`config.mk`:
```
export PLATFORM = sky130hd
export DESIGN_NAME = markdown_unescape_numeric_ref
export DESIGN_NICKNAME = d
export VERILOG_FILES = /design/src/hw/rtl/mdu_pkg.sv /design/src/hw/rtl/mdu_front.sv /design/src/hw/rtl/mdu_cmd_fifo.sv /design/src/hw/rtl/mdu_back.sv /design/src/hw/rtl/markdown_unescape_numeric_ref.sv
export SDC_FILE = /design/constraint.sdc
export NUM_CORES = 1
export LEC_CHECK = 0
export ABC_AREA = 1
export BUFFER_PORTS_ARGS = -buffer_cell sky130_fd_sc_hd__buf_2
export CORE_MARGIN = 3
export CORE_UTILIZATION = 40
export DETAILED_ROUTE_END_ITERATION = 10
export PLACE_DENSITY = 0.55
export SETUP_SLACK_MARGIN = 0.15
export SYNTH_ARGS = -nofsm -noshare
export SYNTH_HDL_FRONTEND = slang
export SYNTH_SLANG_ARGS = --single-unit
```
`constraint.sdc`:
```
create_clock -name clk -period 9.6 [get_ports clk]
set_clock_uncertainty 0.15 [all_clocks]
set_input_delay 0.48 -clock clk [delete_from_list [all_inputs] [get_ports clk]]
set_output_delay 0.48 -clock clk [all_outputs]
set_load 0.05 [all_outputs]
```
`src/hw/rtl/mdu_pkg.sv`:
```
package mdu_pkg;

	// Digit limits of a numeric reference
	localparam int MAX_DECIMAL_DIGITS = 7;
	localparam int MAX_HEX_DIGITS = 6;

	// Pending bytes: "&#" plus decimal digits, or "&#x" plus hex digits
	localparam int PEND_DEC = 2 + MAX_DECIMAL_DIGITS;
	localparam int PEND_HEX = 3 + MAX_HEX_DIGITS;
	localparam int PEND_DEPTH = (PEND_DEC > PEND_HEX) ? PEND_DEC : PEND_HEX;
	localparam int PEND_IW = $clog2(PEND_DEPTH);
	localparam int CNT_W = $clog2(PEND_DEPTH + 1);

	localparam int DIG_MAX = (MAX_DECIMAL_DIGITS > MAX_HEX_DIGITS) ?
		MAX_DECIMAL_DIGITS : MAX_HEX_DIGITS;
	localparam int DIG_W = $clog2(DIG_MAX + 1);

	// Tail bytes: a literal, a backslash pair or up to four UTF-8 bytes
	localparam int TAIL_MAX = 4;
	localparam int TAIL_IW = $clog2(TAIL_MAX);
	localparam int TAIL_W = $clog2(TAIL_MAX + 1);

	// Most output bytes that one input byte releases
	localparam int OUT_MAX = PEND_DEPTH + 1;
	localparam int IDX_W = $clog2(PEND_DEPTH + TAIL_MAX + 1);

	localparam int CODE_W = 24;

	// Command queue between parser and expander
	localparam int CQ_DEPTH = 4;
	localparam int CQ_AW = $clog2(CQ_DEPTH);
	localparam int CQ_CW = $clog2(CQ_DEPTH + 1);

	// Characters the parser reacts to
	localparam logic [7:0] CH_BSL = 8'h5C;
	localparam logic [7:0] CH_AMP = 8'h26;
	localparam logic [7:0] CH_HASH = 8'h23;
	localparam logic [7:0] CH_SEMI = 8'h3B;
	localparam logic [7:0] CH_LX = 8'h78;
	localparam logic [7:0] CH_UX = 8'h58;

	// One input byte's worth of output: flushed pending bytes, then tail bytes
	typedef struct packed {
		logic [PEND_DEPTH-1:0][7:0] pend;
		logic [CNT_W-1:0]           pend_n;
		logic [TAIL_MAX-1:0][7:0]   tail;
		logic [TAIL_W-1:0]          tail_n;
		logic                       last;
	} mdu_cmd_t;

endpackage

```
`src/hw/rtl/mdu_front.sv`:
```
module mdu_front (
	input  logic             clk,
	input  logic             arst_n,
	input  logic             in_acc,
	input  logic [7:0]       in_byte,
	input  logic             in_last,
	output mdu_pkg::mdu_cmd_t cmd,
	output logic             cmd_valid
);
	import mdu_pkg::*;

	typedef enum logic [2:0] {
		M_IDLE,
		M_BSL,
		M_AMP,
		M_HASH,
		M_DIG
	} mode_t;

	localparam logic [20:0] CP_MAX = 21'h10FFFF;
	localparam logic [20:0] CP_REPL = 21'h00FFFD;
	localparam logic [CODE_W-1:0] SUR_LO = CODE_W'(24'h00D800);
	localparam logic [CODE_W-1:0] SUR_HI = CODE_W'(24'h00DFFF);
	localparam logic [7:0] LEAD2 = 8'hC0;
	localparam logic [7:0] LEAD3 = 8'hE0;
	localparam logic [7:0] LEAD4 = 8'hF0;
	localparam logic [7:0] CONT = 8'h80;

	mode_t                      mode_q, mode_d;
	logic [PEND_DEPTH-1:0][7:0] pend_q;
	logic [CNT_W-1:0]           cnt_q, cnt_d;
	logic [DIG_W-1:0]           dig_q, dig_d;
	logic [CODE_W-1:0]          code_q, code_d;
	logic                       hex_q, hex_d;

	logic                       wr_en;
	logic [PEND_IW-1:0]         wr_idx;
	logic [CNT_W-1:0]           flush_n;
	logic [TAIL_MAX-1:0][7:0]   tail;
	logic [TAIL_W-1:0]          tail_n;

	logic [TAIL_MAX-1:0][7:0]   utf_b;
	logic [TAIL_W-1:0]          utf_n;

	function automatic logic is_punct(input logic [7:0] c);
		return (c >= 8'h21 && c <= 8'h2F) || (c >= 8'h3A && c <= 8'h40) ||
			(c >= 8'h5B && c <= 8'h60) || (c >= 8'h7B && c <= 8'h7E);
	endfunction

	function automatic logic is_dec(input logic [7:0] c);
		return c >= 8'h30 && c <= 8'h39;
	endfunction

	function automatic logic is_hex(input logic [7:0] c);
		return is_dec(c) || (c >= 8'h61 && c <= 8'h66) || (c >= 8'h41 && c <= 8'h46);
	endfunction

	// Letters a-f and A-F carry their value minus nine in the low nibble
	function automatic logic [3:0] hex_val(input logic [7:0] c);
		return is_dec(c) ? c[3:0] : c[3:0] + 4'd9;
	endfunction

	// Encode the collected code point as UTF-8
	always_comb begin
		logic        bad;
		logic [20:0] cp;
		bad = (code_q == '0) || (code_q > CODE_W'(CP_MAX)) ||
			(code_q >= SUR_LO && code_q <= SUR_HI);
		cp = bad ? CP_REPL : code_q[20:0];
		utf_b = '0;
		if (cp <= 21'h00007F) begin
			utf_b[0] = cp[7:0];
			utf_n = TAIL_W'(1);
		end else if (cp <= 21'h0007FF) begin
			utf_b[0] = LEAD2 | {3'b000, cp[10:6]};
			utf_b[1] = CONT | {2'b00, cp[5:0]};
			utf_n = TAIL_W'(2);
		end else if (cp <= 21'h00FFFF) begin
			utf_b[0] = LEAD3 | {4'b0000, cp[15:12]};
			utf_b[1] = CONT | {2'b00, cp[11:6]};
			utf_b[2] = CONT | {2'b00, cp[5:0]};
			utf_n = TAIL_W'(3);
		end else begin
			utf_b[0] = LEAD4 | {5'b00000, cp[20:18]};
			utf_b[1] = CONT | {2'b00, cp[17:12]};
			utf_b[2] = CONT | {2'b00, cp[11:6]};
			utf_b[3] = CONT | {2'b00, cp[5:0]};
			utf_n = TAIL_W'(4);
		end
	end

	// Classify the byte against the current parse mode
	always_comb begin
		logic             restart;
		logic             brk;
		logic             push;
		logic             dig_ok;
		logic [3:0]       d;
		logic [DIG_W-1:0] limit;
		mode_d = mode_q;
		cnt_d = cnt_q;
		dig_d = dig_q;
		code_d = code_q;
		hex_d = hex_q;
		wr_en = 1'b0;
		wr_idx = cnt_q[PEND_IW-1:0];
		flush_n = '0;
		tail = '0;
		tail_n = '0;
		restart = 1'b0;
		brk = 1'b0;
		push = 1'b0;
		dig_ok = hex_q ? is_hex(in_byte) : is_dec(in_byte);
		d = hex_q ? hex_val(in_byte) : in_byte[3:0];
		limit = hex_q ? DIG_W'(MAX_HEX_DIGITS) : DIG_W'(MAX_DECIMAL_DIGITS);

		unique case (mode_q)
			M_IDLE: begin
				restart = 1'b1;
			end
			M_BSL: begin
				if (is_punct(in_byte)) begin
					tail[0] = in_byte;
					tail_n = TAIL_W'(1);
				end else begin
					tail[0] = CH_BSL;
					tail[1] = in_byte;
					tail_n = TAIL_W'(2);
				end
				mode_d = M_IDLE;
			end
			M_AMP: begin
				if (in_byte == CH_HASH) begin
					push = 1'b1;
					mode_d = M_HASH;
				end else begin
					brk = 1'b1;
				end
			end
			M_HASH: begin
				if (in_byte == CH_LX || in_byte == CH_UX) begin
					push = 1'b1;
					hex_d = 1'b1;
					dig_d = '0;
					code_d = '0;
					mode_d = M_DIG;
				end else if (is_dec(in_byte) && MAX_DECIMAL_DIGITS > 0) begin
					push = 1'b1;
					hex_d = 1'b0;
					dig_d = DIG_W'(1);
					code_d = {{(CODE_W-4){1'b0}}, in_byte[3:0]};
					mode_d = M_DIG;
				end else begin
					brk = 1'b1;
				end
			end
			M_DIG: begin
				if (in_byte == CH_SEMI && dig_q != '0) begin
					tail = utf_b;
					tail_n = utf_n;
					mode_d = M_IDLE;
					cnt_d = '0;
					dig_d = '0;
					code_d = '0;
					hex_d = 1'b0;
				end else if (dig_ok && dig_q < limit) begin
					push = 1'b1;
					dig_d = dig_q + DIG_W'(1);
					if (hex_q) begin
						code_d = {code_q[CODE_W-5:0], d};
					end else begin
						code_d = {code_q[CODE_W-4:0], 3'b000} + {code_q[CODE_W-2:0], 1'b0} +
							{{(CODE_W-4){1'b0}}, d};
					end
				end else begin
					brk = 1'b1;
				end
			end
			default: begin
				mode_d = M_IDLE;
			end
		endcase

		// Flush what was collected and take the byte again from idle
		if (brk) begin
			flush_n = cnt_q;
			restart = 1'b1;
		end

		if (restart) begin
			mode_d = M_IDLE;
			cnt_d = '0;
			dig_d = '0;
			code_d = '0;
			hex_d = 1'b0;
			if (in_byte == CH_BSL) begin
				mode_d = M_BSL;
			end else if (in_byte == CH_AMP) begin
				wr_en = 1'b1;
				wr_idx = '0;
				cnt_d = CNT_W'(1);
				mode_d = M_AMP;
			end else begin
				tail[0] = in_byte;
				tail_n = TAIL_W'(1);
			end
		end

		if (push) begin
			wr_en = 1'b1;
			cnt_d = cnt_q + CNT_W'(1);
		end

		// Final byte: drain whatever is still open
		if (in_last) begin
			if (mode_d == M_BSL) begin
				tail[0] = CH_BSL;
				tail_n = TAIL_W'(1);
			end else if (restart && mode_d == M_AMP) begin
				tail[0] = CH_AMP;
				tail_n = TAIL_W'(1);
			end else if (push) begin
				flush_n = cnt_d;
			end
			mode_d = M_IDLE;
			cnt_d = '0;
			dig_d = '0;
			code_d = '0;
			hex_d = 1'b0;
		end
	end

	// Build the command; the current byte sits after the pending ones
	always_comb begin
		cmd.pend = pend_q;
		if (cnt_q < CNT_W'(PEND_DEPTH)) begin
			cmd.pend[cnt_q[PEND_IW-1:0]] = in_byte;
		end
		cmd.pend_n = flush_n;
		cmd.tail = tail;
		cmd.tail_n = tail_n;
		cmd.last = in_last;
	end

	assign cmd_valid = (flush_n != '0) || (tail_n != '0);

	// Hold parse state, advance on each accepted item
	always_ff @(posedge clk or negedge arst_n) begin
		if (!arst_n) begin
			mode_q <= M_IDLE;
			cnt_q <= '0;
			dig_q <= '0;
			code_q <= '0;
			hex_q <= 1'b0;
		end else if (in_acc) begin
			mode_q <= mode_d;
			cnt_q <= cnt_d;
			dig_q <= dig_d;
			code_q <= code_d;
			hex_q <= hex_d;
		end
	end

	// Pending bytes need no reset; only entries below the count are read
	always_ff @(posedge clk) begin
		if (in_acc && wr_en) begin
			pend_q[wr_idx] <= in_byte;
		end
	end

endmodule

```
`src/hw/rtl/mdu_cmd_fifo.sv`:
```
module mdu_cmd_fifo (
	input  logic             clk,
	input  logic             arst_n,
	input  logic             wr_en,
	input  mdu_pkg::mdu_cmd_t wr_data,
	output logic             full,
	input  logic             rd_en,
	output mdu_pkg::mdu_cmd_t rd_data,
	output logic             empty
);
	import mdu_pkg::*;

	mdu_cmd_t           mem_q [CQ_DEPTH];
	logic [CQ_AW-1:0]   wr_ptr_q;
	logic [CQ_AW-1:0]   rd_ptr_q;
	logic [CQ_CW-1:0]   count_q;

	assign full = count_q == CQ_CW'(CQ_DEPTH);
	assign empty = count_q == '0;
	assign rd_data = mem_q[rd_ptr_q];

	// Advance pointers and track fill level
	always_ff @(posedge clk or negedge arst_n) begin
		if (!arst_n) begin
			wr_ptr_q <= '0;
			rd_ptr_q <= '0;
			count_q <= '0;
		end else begin
			if (wr_en) begin
				wr_ptr_q <= (wr_ptr_q == CQ_AW'(CQ_DEPTH - 1)) ? '0 : wr_ptr_q + CQ_AW'(1);
			end
			if (rd_en) begin
				rd_ptr_q <= (rd_ptr_q == CQ_AW'(CQ_DEPTH - 1)) ? '0 : rd_ptr_q + CQ_AW'(1);
			end
			if (wr_en && !rd_en) begin
				count_q <= count_q + CQ_CW'(1);
			end else if (rd_en && !wr_en) begin
				count_q <= count_q - CQ_CW'(1);
			end
		end
	end

	// Store commands
	always_ff @(posedge clk) begin
		if (wr_en) begin
			mem_q[wr_ptr_q] <= wr_data;
		end
	end

endmodule

```
`src/hw/rtl/mdu_back.sv`:
```
module mdu_back (
	input  logic             clk,
	input  logic             arst_n,
	input  mdu_pkg::mdu_cmd_t cq_data,
	input  logic             cq_empty,
	output logic             cq_pop,
	output logic [7:0]       out_byte,
	output logic             run_end,
	output logic             stream_end,
	output logic             empty,
	input  logic             pop
);
	import mdu_pkg::*;

	mdu_cmd_t           cur_q;
	logic               cur_v_q;
	logic [IDX_W-1:0]   idx_q;
	logic [7:0]         byte_q;
	logic               run_q;
	logic               stream_q;
	logic               out_v_q;

	logic [IDX_W-1:0]   last_idx;
	logic [IDX_W-1:0]   tidx;
	logic [7:0]         cur_byte;
	logic               adv;
	logic               at_end;
	logic               load;

	assign last_idx = IDX_W'(cur_q.pend_n) + IDX_W'(cur_q.tail_n) - IDX_W'(1);
	assign tidx = idx_q - IDX_W'(cur_q.pend_n);
	assign cur_byte = (idx_q < IDX_W'(cur_q.pend_n)) ? cur_q.pend[idx_q[PEND_IW-1:0]] :
		cur_q.tail[tidx[TAIL_IW-1:0]];

	// Move one byte into the output register when it is free or being taken
	assign adv = cur_v_q && (!out_v_q || pop);
	assign at_end = idx_q == last_idx;
	assign load = !cq_empty && (!cur_v_q || (adv && at_end));
	assign cq_pop = load;

	always_ff @(posedge clk or negedge arst_n) begin
		if (!arst_n) begin
			cur_v_q <= 1'b0;
			out_v_q <= 1'b0;
			idx_q <= '0;
		end else begin
			if (adv) begin
				out_v_q <= 1'b1;
			end else if (pop) begin
				out_v_q <= 1'b0;
			end
			if (load) begin
				cur_v_q <= 1'b1;
				idx_q <= '0;
			end else if (adv) begin
				if (at_end) begin
					cur_v_q <= 1'b0;
				end else begin
					idx_q <= idx_q + IDX_W'(1);
				end
			end
		end
	end

	// Payload registers
	always_ff @(posedge clk) begin
		if (load) begin
			cur_q <= cq_data;
		end
		if (adv) begin
			byte_q <= cur_byte;
			run_q <= at_end;
			stream_q <= at_end && cur_q.last;
		end
	end

	assign out_byte = byte_q;
	assign run_end = run_q;
	assign stream_end = stream_q;
	assign empty = !out_v_q;

endmodule

```
`src/hw/rtl/markdown_unescape_numeric_ref.sv`:
```
// Streaming text unescaper: backslash escapes of ASCII punctuation are resolved and HTML
// numeric character references (&#digits; and &#x hex;) become UTF-8, with U+FFFD for zero,
// surrogates and values past U+10FFFF; broken references pass through literally. The parser
// takes one byte per cycle and writes at most one command per byte into a four-entry command
// queue; the expander drains commands at one output byte per cycle while out_byte is popped.
// An input byte releases 0 to 10 output bytes, and the input stalls (full) only when the
// command queue fills. A result passes through the command queue, the expander's command
// register and the output register. run_end marks the last byte released by one input byte,
// stream_end the last byte of a text closed by in_last.
module markdown_unescape_numeric_ref (
	input  logic       clk,
	input  logic       arst_n,
	input  logic [7:0] in_byte,
	input  logic       in_last,
	input  logic       push,
	output logic       full,
	output logic [7:0] out_byte,
	output logic       run_end,
	output logic       stream_end,
	output logic       empty,
	input  logic       pop
);
	import mdu_pkg::*;

	mdu_cmd_t cmd;
	mdu_cmd_t cq_data;
	logic     cmd_valid;
	logic     in_acc;
	logic     cq_wr;
	logic     cq_empty;
	logic     cq_pop;

	assign in_acc = push && !full;
	assign cq_wr = in_acc && cmd_valid;

	mdu_front u_front (
		.clk       (clk),
		.arst_n    (arst_n),
		.in_acc    (in_acc),
		.in_byte   (in_byte),
		.in_last   (in_last),
		.cmd       (cmd),
		.cmd_valid (cmd_valid)
	);

	mdu_cmd_fifo u_cq (
		.clk     (clk),
		.arst_n  (arst_n),
		.wr_en   (cq_wr),
		.wr_data (cmd),
		.full    (full),
		.rd_en   (cq_pop),
		.rd_data (cq_data),
		.empty   (cq_empty)
	);

	mdu_back u_back (
		.clk        (clk),
		.arst_n     (arst_n),
		.cq_data    (cq_data),
		.cq_empty   (cq_empty),
		.cq_pop     (cq_pop),
		.out_byte   (out_byte),
		.run_end    (run_end),
		.stream_end (stream_end),
		.empty      (empty),
		.pop        (pop)
	);

	// The end of a text is always the end of a run
	a_stream_in_run: assert property (@(posedge clk) disable iff (!arst_n)
		!empty && stream_end |-> run_end)
		else $error("stream_end without run_end");

	// A final byte always releases output
	a_last_has_output: assert property (@(posedge clk) disable iff (!arst_n)
		in_acc && in_last |-> cmd_valid)
		else $error("final byte released no output");

	// A command never carries more bytes than one input byte can release
	a_cmd_len: assert property (@(posedge clk) disable iff (!arst_n)
		cq_wr |-> (IDX_W'(cmd.pend_n) + IDX_W'(cmd.tail_n)) <= IDX_W'(OUT_MAX))
		else $error("command longer than allowed");

	// Nothing is read from an empty command queue
	a_no_underrun: assert property (@(posedge clk) disable iff (!arst_n)
		cq_pop |-> !cq_empty)
		else $error("command queue underrun");

endmodule
```
After elaboration in Yosys (flattened, before gate mapping). Memory sizes are Yosys's and may differ from the RTL's. A register that Yosys moved wholly into a read port is not among the register bits. Cells that the tools add are included.

ROM bits: 0. Output and inout port bits: 12. Bits of input ports: 13. RAM bits: 448. Logic and storage cells: 263. Latch bits: 0. Flip-flop bits (word level): 130. Memories: 1.

Muxes and demuxes: 123. Add/sub/neg operators: 13. $lt $le $gt $ge: 29. Equality and inequality tests: 20. Bitwise gates (word level): 0. Div/mod/pow operators: 0. Reduce and logical (&&, ||, !) cells: 54. Multipliers: 0. Shifts and indexed selects: 0.

Memories: u_cq.mem_q (depth 4, bits a word 112, read ports 1, clocked after Yosys merged registers in 1, wr ports 1, line mdu_cmd_fifo.sv:13) `mdu_cmd_t mem_q [CQ_DEPTH];`.

Operators by type and width (number): 24-bit 2-to-1 mux (8); 72-bit bitwise mux (2); 8-bit 2-to-1 mux (15); 4-bit 2-to-1 mux (19); 3-bit 2-to-1 mux (25); 72-bit 2-to-1 mux (1); 8-bit demux with 4-bit select (2); 16-bit 2-to-1 mux (3); 24-bit case mux with 2 select lines (1); 8-bit by 7-bit less-or-equal comparator with 1-bit output (second input constant) (5); 8-bit binary-select mux with 4-bit select (1); 8-bit by 7-bit >= comparator with 1-bit output (second input constant) (4); 32-bit 2-to-1 mux (1); 16-bit case mux with 2 select lines (1); 1-bit 2-to-1 mux (31); 24-bit adder (1); 24-bit by 4-bit adder with 24-bit output (1); 8-bit by 6-bit equality test with 1-bit output (second input constant) (3); 8-bit by 7-bit equality test with 1-bit output (second input constant) (3); 24-bit by 16-bit >= comparator with 1-bit output (second input constant) (1); 8-bit by 6-bit >= comparator with 1-bit output (second input constant) (3); 24-bit by 21-bit greater-than comparator with 1-bit output (second input constant) (1); 24-bit by 16-bit less-or-equal comparator with 1-bit output (second input constant) (1); 24-bit logical NOT (1); other kinds (43) (105).

Logic depth before layout (Yosys ltp). Gate-level depths: netlist (run 1).

Word-level depth: 23. Mapped depth: 31.

Modules after synthesis. A second synthesis (run 1) with hierarchy kept.

Cells, all modules: 2916. Area, all modules: 31719.2 um^2.

Modules (own cells, without submodules): mdu_cmd_fifo (area each 18096.1 um^2, seq. area each 13628.1 um^2, times used 1, cells an instance 1359); mdu_front (area each 8287.9 um^2, seq. area each 3037.9 um^2, times used 1, cells an instance 1147); mdu_back (area each 5311.3 um^2, seq. area each 3813.7 um^2, times used 1, cells an instance 405); markdown_unescape_numeric_ref (area each 23.8 um^2, seq. area each 0.0 um^2, times used 1, cells an instance 5).

Least setup slack after synthesis (run 1). No wires, ideal clock.

Path kind: input port to flip-flop. From: input port in_byte[1]. To: memory u_cq.mem_q[0][0] in the netlist's numbering (enable). Arrival: 7.063 ns. Stages: 16. Setup time: 0.580 ns. Slack: 1.808 ns. Required time: 8.870 ns. Path buffers: 2. Cells stage by stage: buf_2 -> inv_1 -> clkbuf_1 -> ha_1 -> inv_1 -> nor2_1 -> nand2_1 -> a21boi_0 -> nand3_1 -> nor2_1 -> inv_1 -> o21ai_1 -> inv_1 -> nand4_4 -> nand2_4 -> nor2_1.

RTL lines: from (decl) (line markdown_unescape_numeric_ref.sv:13) `input logic [7:0] in_byte,`; to (decl) (line mdu_cmd_fifo.sv:13).

==> run summary, run 1 <==
Inserted Clock Buffers: 75
Period utilization: 52.81%
Reg2Reg Depth: 17
Sequential element share of the synthesized area: 68.39%
Post-CTS setup repair buffer count: 0
Synth warnings: 0
Fillers: 6,554
Clk slew on worst S/H paths: 0.06 ns
Total die area: 77,060 um2
Netlist cell types: 60
Reg power frac: 44.0%
Placed inst area: 30,640 um2
Hold WC Path Type: in -> reg
FF-to-FF setup slack: 4.53 ns
First-pass GRT wire length: 122.2 mm
Final WL: 81.47 mm
Iteration-0 DRC Markers: 2,181
DR pass1 iterations: 6
Cell Chain, Critical Path: nor2_2 -> nand2_1 -> nor2_1 -> nand3_1 -> nand3_4 -> inv_2 -> nand2_2 -> nor2_1 -> nand3_1 -> nand2_1 -> o21ai_1 -> inv_1 -> nand4_4 -> nand2_4 -> nor2_4 -> buf_4 -> buf_4
Final Wtd Congestion: 0.8938
Chip Width: 277.6 um
Hold-fix buffers, CTS: 2
Simple-gate share of the synthesized area: 11.03%
Final hold viol count: 0
Async set-reset flop share out of synthesis: 7.059%
Req. time, crit path: 9.67 ns
Dpl hpwl: 50.69 mm
RSZ-0062 raised after global routing: no
Drt wl/cell: 23.24 um
Antenna Violating Nets Remaining: 0
Status: finished, final reports clean
Vias in the first global route: 19.13k
Synth Area in Adders: 3.180%
Worst hold stages: 1
Layout Utilization: 45.90%
P_leak: 0.01180 uW
Clock root cell: clkbuf_16
Critical Path Max Stage Delay: 0.85 ns
Switching power: 3339 uW
Combinational Power Share: 26.5%
Final worst setup slack: 4.530 ns
Port Buffers: 24
Ys flop type: edfxtp_1
Endpoint type of the worst setup path: flip-flop
Vias per cell: 5.607
Tmin final: 5.070 ns
Synth Area per Inst: 11.92 um2
RR Endpoint: u_cq.mem_q[1][93]$_DFFE_PP_
Post-Synthesis Cells: 2,476
Internal power: 6466 uW
Max Cap Violations: 0
Clock power share: 29.5%
Critical path peak fanout: 58
Share of post-route cells with drive strength above 1: 10.06%
Core area: 72,220 um2
Global route overflow: 0
Post-CTS resize count: 0
Net Sw Frac: 34.05%
Finished layout cell area: 33,150 um2
CP max stage cell: buf_4
Net Count, Synth: 2,561
Clk_lat worst skew: 0.62 ns
Largest family of logic cells by synthesized area: compound AO/OA/AOI/OAI gates
Final setup vio count: 0
Max clock buf depth: 3
Worst setup SP type: flip-flop
Pre-CTS setup slack: 4.195 ns
Final #Nets: 2,577
Largest net degree at the start of global routing: 85
Seq cells post-synth: 680
Synthesis-to-finish area growth: 12.34%
Vias: 19.66k
Power Density: 295.8 nW/um2
# IOs: 25
Initial Util: 40.85%
Reg2reg start: u_front.code_q[17]$_DFFE_PN0P_
EDFF count, synth: 632
Peak Freq: 197.2 MHz
TNS Setup: 0 ns
Die Height: 277.6 um
Hold path endpoint: u_front.pend_q[56]$_DFFE_PP_
CTS tree: yes
XOR/XNOR Fraction of Synth Area: 0.8015%
Initial antenna violation count: 1
Num rows: 98
Arrival time worst endpoint: 5.14 ns
Worst Min Path Start: in_byte[0]
Worst Path Class, Setup: reg -> reg
Worst Tran Pin Value: 1.126 ns
Total global-route track usage: 20.80%
Mapped Area: 29,510 um2
Worst slew margin: 24.30%
Peak VDD IR: 0.2393 mV
H-tree depth: 3
Final Max Slew Viols: 0
Mux cell area share after synthesis: 0.07209%
Complex-gate fraction of the synthesized area: 13.10%
CTS sink count: 680
DRC viols: 0
sequential cells by signal, summed over array words and instances, names as in the netlist, 2 cells and up:
register         count
u_back.cur_q       110
u_front.code_q      24
u_front.pend_q      72
u_cq.count_q         3
u_cq.rd_ptr_q        2
u_back.idx_q         4
u_cq.mem_q         440
u_front.cnt_q        4
u_front.mode_q       3
u_back.out_byte      8
u_front.dig_q        3
u_cq.wr_ptr_q        2
power groups by stage:
| stage | logic [uW] | clock network, uW | registers, uW |
|---|---|---|---|
| after floorplan | 1590 | 0 | 4430 |
| after global placement | 2610 | 0 | 4370 |
| after detailed placement | 2640 | 0 | 4380 |
| after CTS | 2640 | 2940 | 4320 |
| after global routing | 2870 | 3070 | 4370 |
| final | 2600 | 2890 | 4320 |
per-layer routing:
| layer | up-vias | global-route usage (%) | wire length (um) |
|---|---|---|---|
| met2 | 677 | 33.54 | 38480 |
| met5 | - | 0 | 18 |
| met4 | 2 | 6.418 | 2077 |
| li1 | 9055 | - | - |
| met1 | 9805 | 29.39 | 35880 |
| met3 | 118 | 2.828 | 5014 |
worst max-delay path by stage:
stage	startpoint	end
2_1_floorplan	in_byte[1]	u_cq.mem_q[0][0]$_DFFE_PP_
3_3_place_gp	in_byte[1]	u_front.code_q[21]$_DFFE_PN0P_
3_5_place_dp	in_byte[1]	u_cq.mem_q[1][87]$_DFFE_PP_
4_1_cts	u_front.code_q[17]$_DFFE_PN0P_	u_cq.mem_q[1][93]$_DFFE_PP_
5_1_grt	u_front.code_q[17]$_DFFE_PN0P_	u_cq.mem_q[1][93]$_DFFE_PP_
6_report	u_front.code_q[17]$_DFFE_PN0P_	u_cq.mem_q[1][93]$_DFFE_PP_
worst max-delay path, delay by kind of cell (launching register included):
family | cells | cell delay (ns)
buf+inv | 4 | 1.79
simple gates | 12 | 1.76
flops | 1 | 0.53
compound gates | 1 | 0.32
layout make-up:
class,count,area (um2),share of cell area [%]
clock inverter,48,466.7,1.408
inverter,137,528.0,1.593
antenna,1,2.502,0.007549
multi-input combinational,1539,8372,25.26
tap,950,1189,3.586
timing repair buffer,59,387.9,1.170
sequential,680,20190,60.90
clock buffer,92,2014,6.077
logic make-up after synthesis:
family,count (synthesis)
buffers and inverters,257
and+or+nand+nor,766
DFF,680
muxes,2
adders and majority gates,72
xor gates and xnor gates,27
AOI/OAI and AO/OA,672
Yosys cell counts, types with 8 or more instances:
cell type,number,area (um2)
a21oi_1,50,250.2
a31oi_1,8,50.05
clkbuf_1,106,397.9
dfrtp_1,48,1201
edfxtp_1,632,18980
ha_1,67,838.3
inv_1,119,446.7
inv_2,11,41.29
nand2_1,251,942.2
nand2_2,10,62.56
nand3_1,52,260.3
nand4_1,10,62.56
nor2_1,382,1434
nor2_2,10,62.56
nor3_1,15,75.07
nor4_1,8,50.05
o211ai_1,21,157.7
o21ai_0,402,2012
o221ai_1,10,87.58
o22ai_1,128,800.8
o22ai_2,10,125.1
o32ai_1,8,70.07
xnor2_1,10,87.58
xor2_1,17,148.9
cell usage in the layout, fill, tap and decap left out, drive strengths merged, types with 2 or more instances in the layout:
cell type	count
a21oi	52
o21a	6
bufinv	8
nor3	16
fa	5
o221ai	10
o2111ai	4
o211ai	22
ha	67
a211oi	4
dlygate4sd3	2
xor2	17
o31ai	2
o22ai	138
edfxtp	632
a221oi	6
nor2	396
o21ai	406
dfrtp	48
nor4	8
buf	57
clkinv	42
o32ai	8
inv	134
clkbuf	92
or2	6
xnor2	10
nand2	265
a31oi	8
nand4	15
nand3	58
stage by stage:
step | hold slack (ns) | total power, uW | cells
5_1_grt | 0.1246 | 10310 | 3505
3_3_place_gp | 0.3213 | 6973 | 3363
2_1_floorplan | 0.03441 | 6020 | 2476
3_5_place_dp | 0.3284 | 7018 | 3363
6_report | 0.1279 | 9805 | 3506
4_1_cts | 0.09060 | 9905 | 3505
Power figures use the tool's default switching activity.
==> inputs of run 2 (changes only) <==
--- a/config.mk
+++ b/config.mk
@@ -10,7 +10,7 @@
 export CORE_MARGIN = 3
 export CORE_UTILIZATION = 40
 export DETAILED_ROUTE_END_ITERATION = 10
-export PLACE_DENSITY = 0.55
+export PLACE_DENSITY = 0.57
 export SETUP_SLACK_MARGIN = 0.15
 export SYNTH_ARGS = -nofsm -noshare
 export SYNTH_HDL_FRONTEND = slang
==> constraint.sdc (replaced) <==
create_clock -name clk -period 4.15 [get_ports clk]
set_clock_uncertainty 0.15 [all_clocks]
set_input_delay 0.2075 -clock clk [delete_from_list [all_inputs] [get_ports clk]]
set_output_delay 0.2075 -clock clk [all_outputs]
set_load 0.05 [all_outputs]
==> run summary, run 2 (same netlist as run 1, synthesis figures left out) <==
Worst slew margin: 42.35%
Arrival time worst endpoint: 4.25 ns
Biggest register: u_cq.mem_q
Tmin final: 3.912 ns
Iteration-0 DRC Markers: 2,000
DR pass1 iterations: 7
Reg2Reg Depth: 17
Status: finished, final reports clean
Regs by FF count: u_cq.mem_q (440), u_back.cur_q (110), u_front.pend_q (72)
Worst hold stages: 6
Synthesis-to-finish area growth: 14.59%
Crit path max-delay family: buffers and inverters
Final WL: 80.70 mm
Reg2reg start: u_front.code_q[6]$_DFFE_PN0P_
Hold WC Path Type: in -> reg
Max FFs per register: 440
Largest net degree at the start of global routing: 121
Placed inst area: 31,310 um2
Global route overflow: 0
DRC viols: 0
Final #Nets: 2,644
Initial Util: 40.85%
Initial antenna violation count: 2
Share of post-route cells with drive strength above 1: 12.85%
Clk_lat worst skew: 0.62 ns
P_leak: 0.01206 uW
Max clock buf depth: 3
Chip Width: 277.6 um
Dpl hpwl: 49.58 mm
Vias per cell: 5.630
Highest metal used: met4
FF-to-FF setup slack: 0.37 ns
Hold path endpoint: u_front.code_q[0]$_DFFE_PN0P_
H-tree depth: 3
Vias in the first global route: 19.28k
Critical path peak fanout: 4
Num rows: 98
Most frequent cells in the layout: 632 x edfxtp_1, 396 x o21ai_0, 376 x nor2_1, 248 x nand2_1, 128 x o22ai_1
Peak Freq: 255.6 MHz
Endpoint type of the worst setup path: flip-flop
Finished layout cell area: 33,810 um2
Total global-route track usage: 20.52%
Max Cap Violations: 0
Fillers: 6,344
RR Endpoint: u_cq.mem_q[0][57]$_DFFE_PP_
Power Density: 665.5 nW/um2
RSZ-0062 raised after global routing: yes
Drt wl/cell: 22.63 um
Cell Chain, Critical Path: dlygate4sd3_1 -> buf_2 -> inv_2 -> o311ai_4 -> nand2_1 -> o21ai_0 -> nand2_1 -> o21ai_2 -> fa_1 -> buf_4 -> fa_2 -> o31ai_2 -> buf_4 -> a21oi_1 -> buf_4 -> o21a_1 -> xor2_1 -> nand2_1 -> o211ai_1 -> o21ai_0
Peak VDD IR: 0.8449 mV
Worst Min Path Start: in_byte[0]
Critical Path Max Stage Delay: 0.60 ns
Vias: 20.08k
CP max stage cell: dlygate4sd3_1
Period utilization: 94.27%
# IOs: 25
Total die area: 77,060 um2
CTS tree: yes
Inserted Clock Buffers: 73
Core area: 72,220 um2
Final Wtd Congestion: 0.9010
Met1 Wirelength: 34.54 mm
Hold slack: 0.1188 ns
First-pass GRT wire length: 120.9 mm
Antenna Violating Nets Remaining: 0
Clk slew on worst S/H paths: 0.06 ns
Final setup vio count: 0
CTS sink count: 680
Die Height: 277.6 um
Worst Tran Pin Value: 0.8647 ns
Most common cell after layout, fill and taps aside: edfxtp_1
Worst setup SP type: input pin
Final hold viol count: 0
Final Max Slew Viols: 0
Worst Path Class, Setup: in -> reg
DR WL met3: 4.689 mm
Port Buffers: 24
Met2 wire len: 38.74 mm
Clock root cell: clkbuf_16
Req. time, crit path: 4.49 ns
CP Buf/Inv Count: 6
run 2: repair_timing:
item / CTS / global route
endpoints found under the hold margin: 97 / 0
buffers inserted: 0 / 4
gates resized for setup: 0 / 27
hold buffers: 13 / 0
endpoints found under the setup margin: 0 / 12
run 2: worst min-delay path, stage by stage:
cell     delay (ns)
buf_2          0.16
buf_4          0.19
nand4_1        0.08
o22ai_1        0.07
nand2_1        0.06
o21ai_0        0.07
run 2: worst max path at each step:
| stage | startpoint | endpoint | slack [ns] | depth (start not counted) |
|---|---|---|---|---|
| finish | in_byte[3] | u_front.code_q[16]$_DFFE_PN0P_ | 0.24 | 20 |
| global route | in_byte[3] | u_front.code_q[16]$_DFFE_PN0P_ | 0.13 | 20 |
| CTS | in_byte[3] | u_front.code_q[21]$_DFFE_PN0P_ | 0.22 | 21 |
| detailed placement | in_byte[6] | u_front.code_q[16]$_DFFE_PN0P_ | -0.13 | 20 |
| global placement | in_byte[6] | u_front.code_q[21]$_DFFE_PN0P_ | -0.03 | 23 |
| floorplan | in_byte[1] | u_cq.mem_q[0][0]$_DFFE_PP_ | 0.01 | 16 |
run 2: cell type report:
type	count	area, um2	area share [%]
Sequential cell	680	20190	59.71
Multi-Input combinational cell	1539	8502	25.15
Clock buffer	98	1963	5.806
Tap cell	950	1189	3.516
Timing Repair Buffer	128	1112	3.290
Inverter	137	546.8	1.617
Clock inverter	33	306.5	0.9066
Antenna cell	1	2.502	0.007401
run 2: routing by layer:
layer,track usage (%),vias to the layer above
li1,-,9188
met1,28.09,10030
met5,0,-
met2,33.63,713
met4,7.450,0
met3,2.702,145
run 2: report_power, final:
part | internal, uW | switching [uW] | leakage, uW
sequential | 9460 | 504 | 0.00646
clock | 3590 | 2640 | 0.00110
combinational | 1720 | 4590 | 0.00450
run 2: stage by stage:
step	std cells	power, uW	TNS, ns	utilization [%]	setup slack [ns]
finish	3566	22500	0	46.82	0.2379
global route	3565	23620	0	46.81	0.1323
CTS	3561	22680	0	46.68	0.2153
global placement	3417	16290	-0.05045	43.35	-0.03005
floorplan	2476	13850	0	-	0.01148
detailed placement	3417	16440	-0.5749	43.35	-0.1284
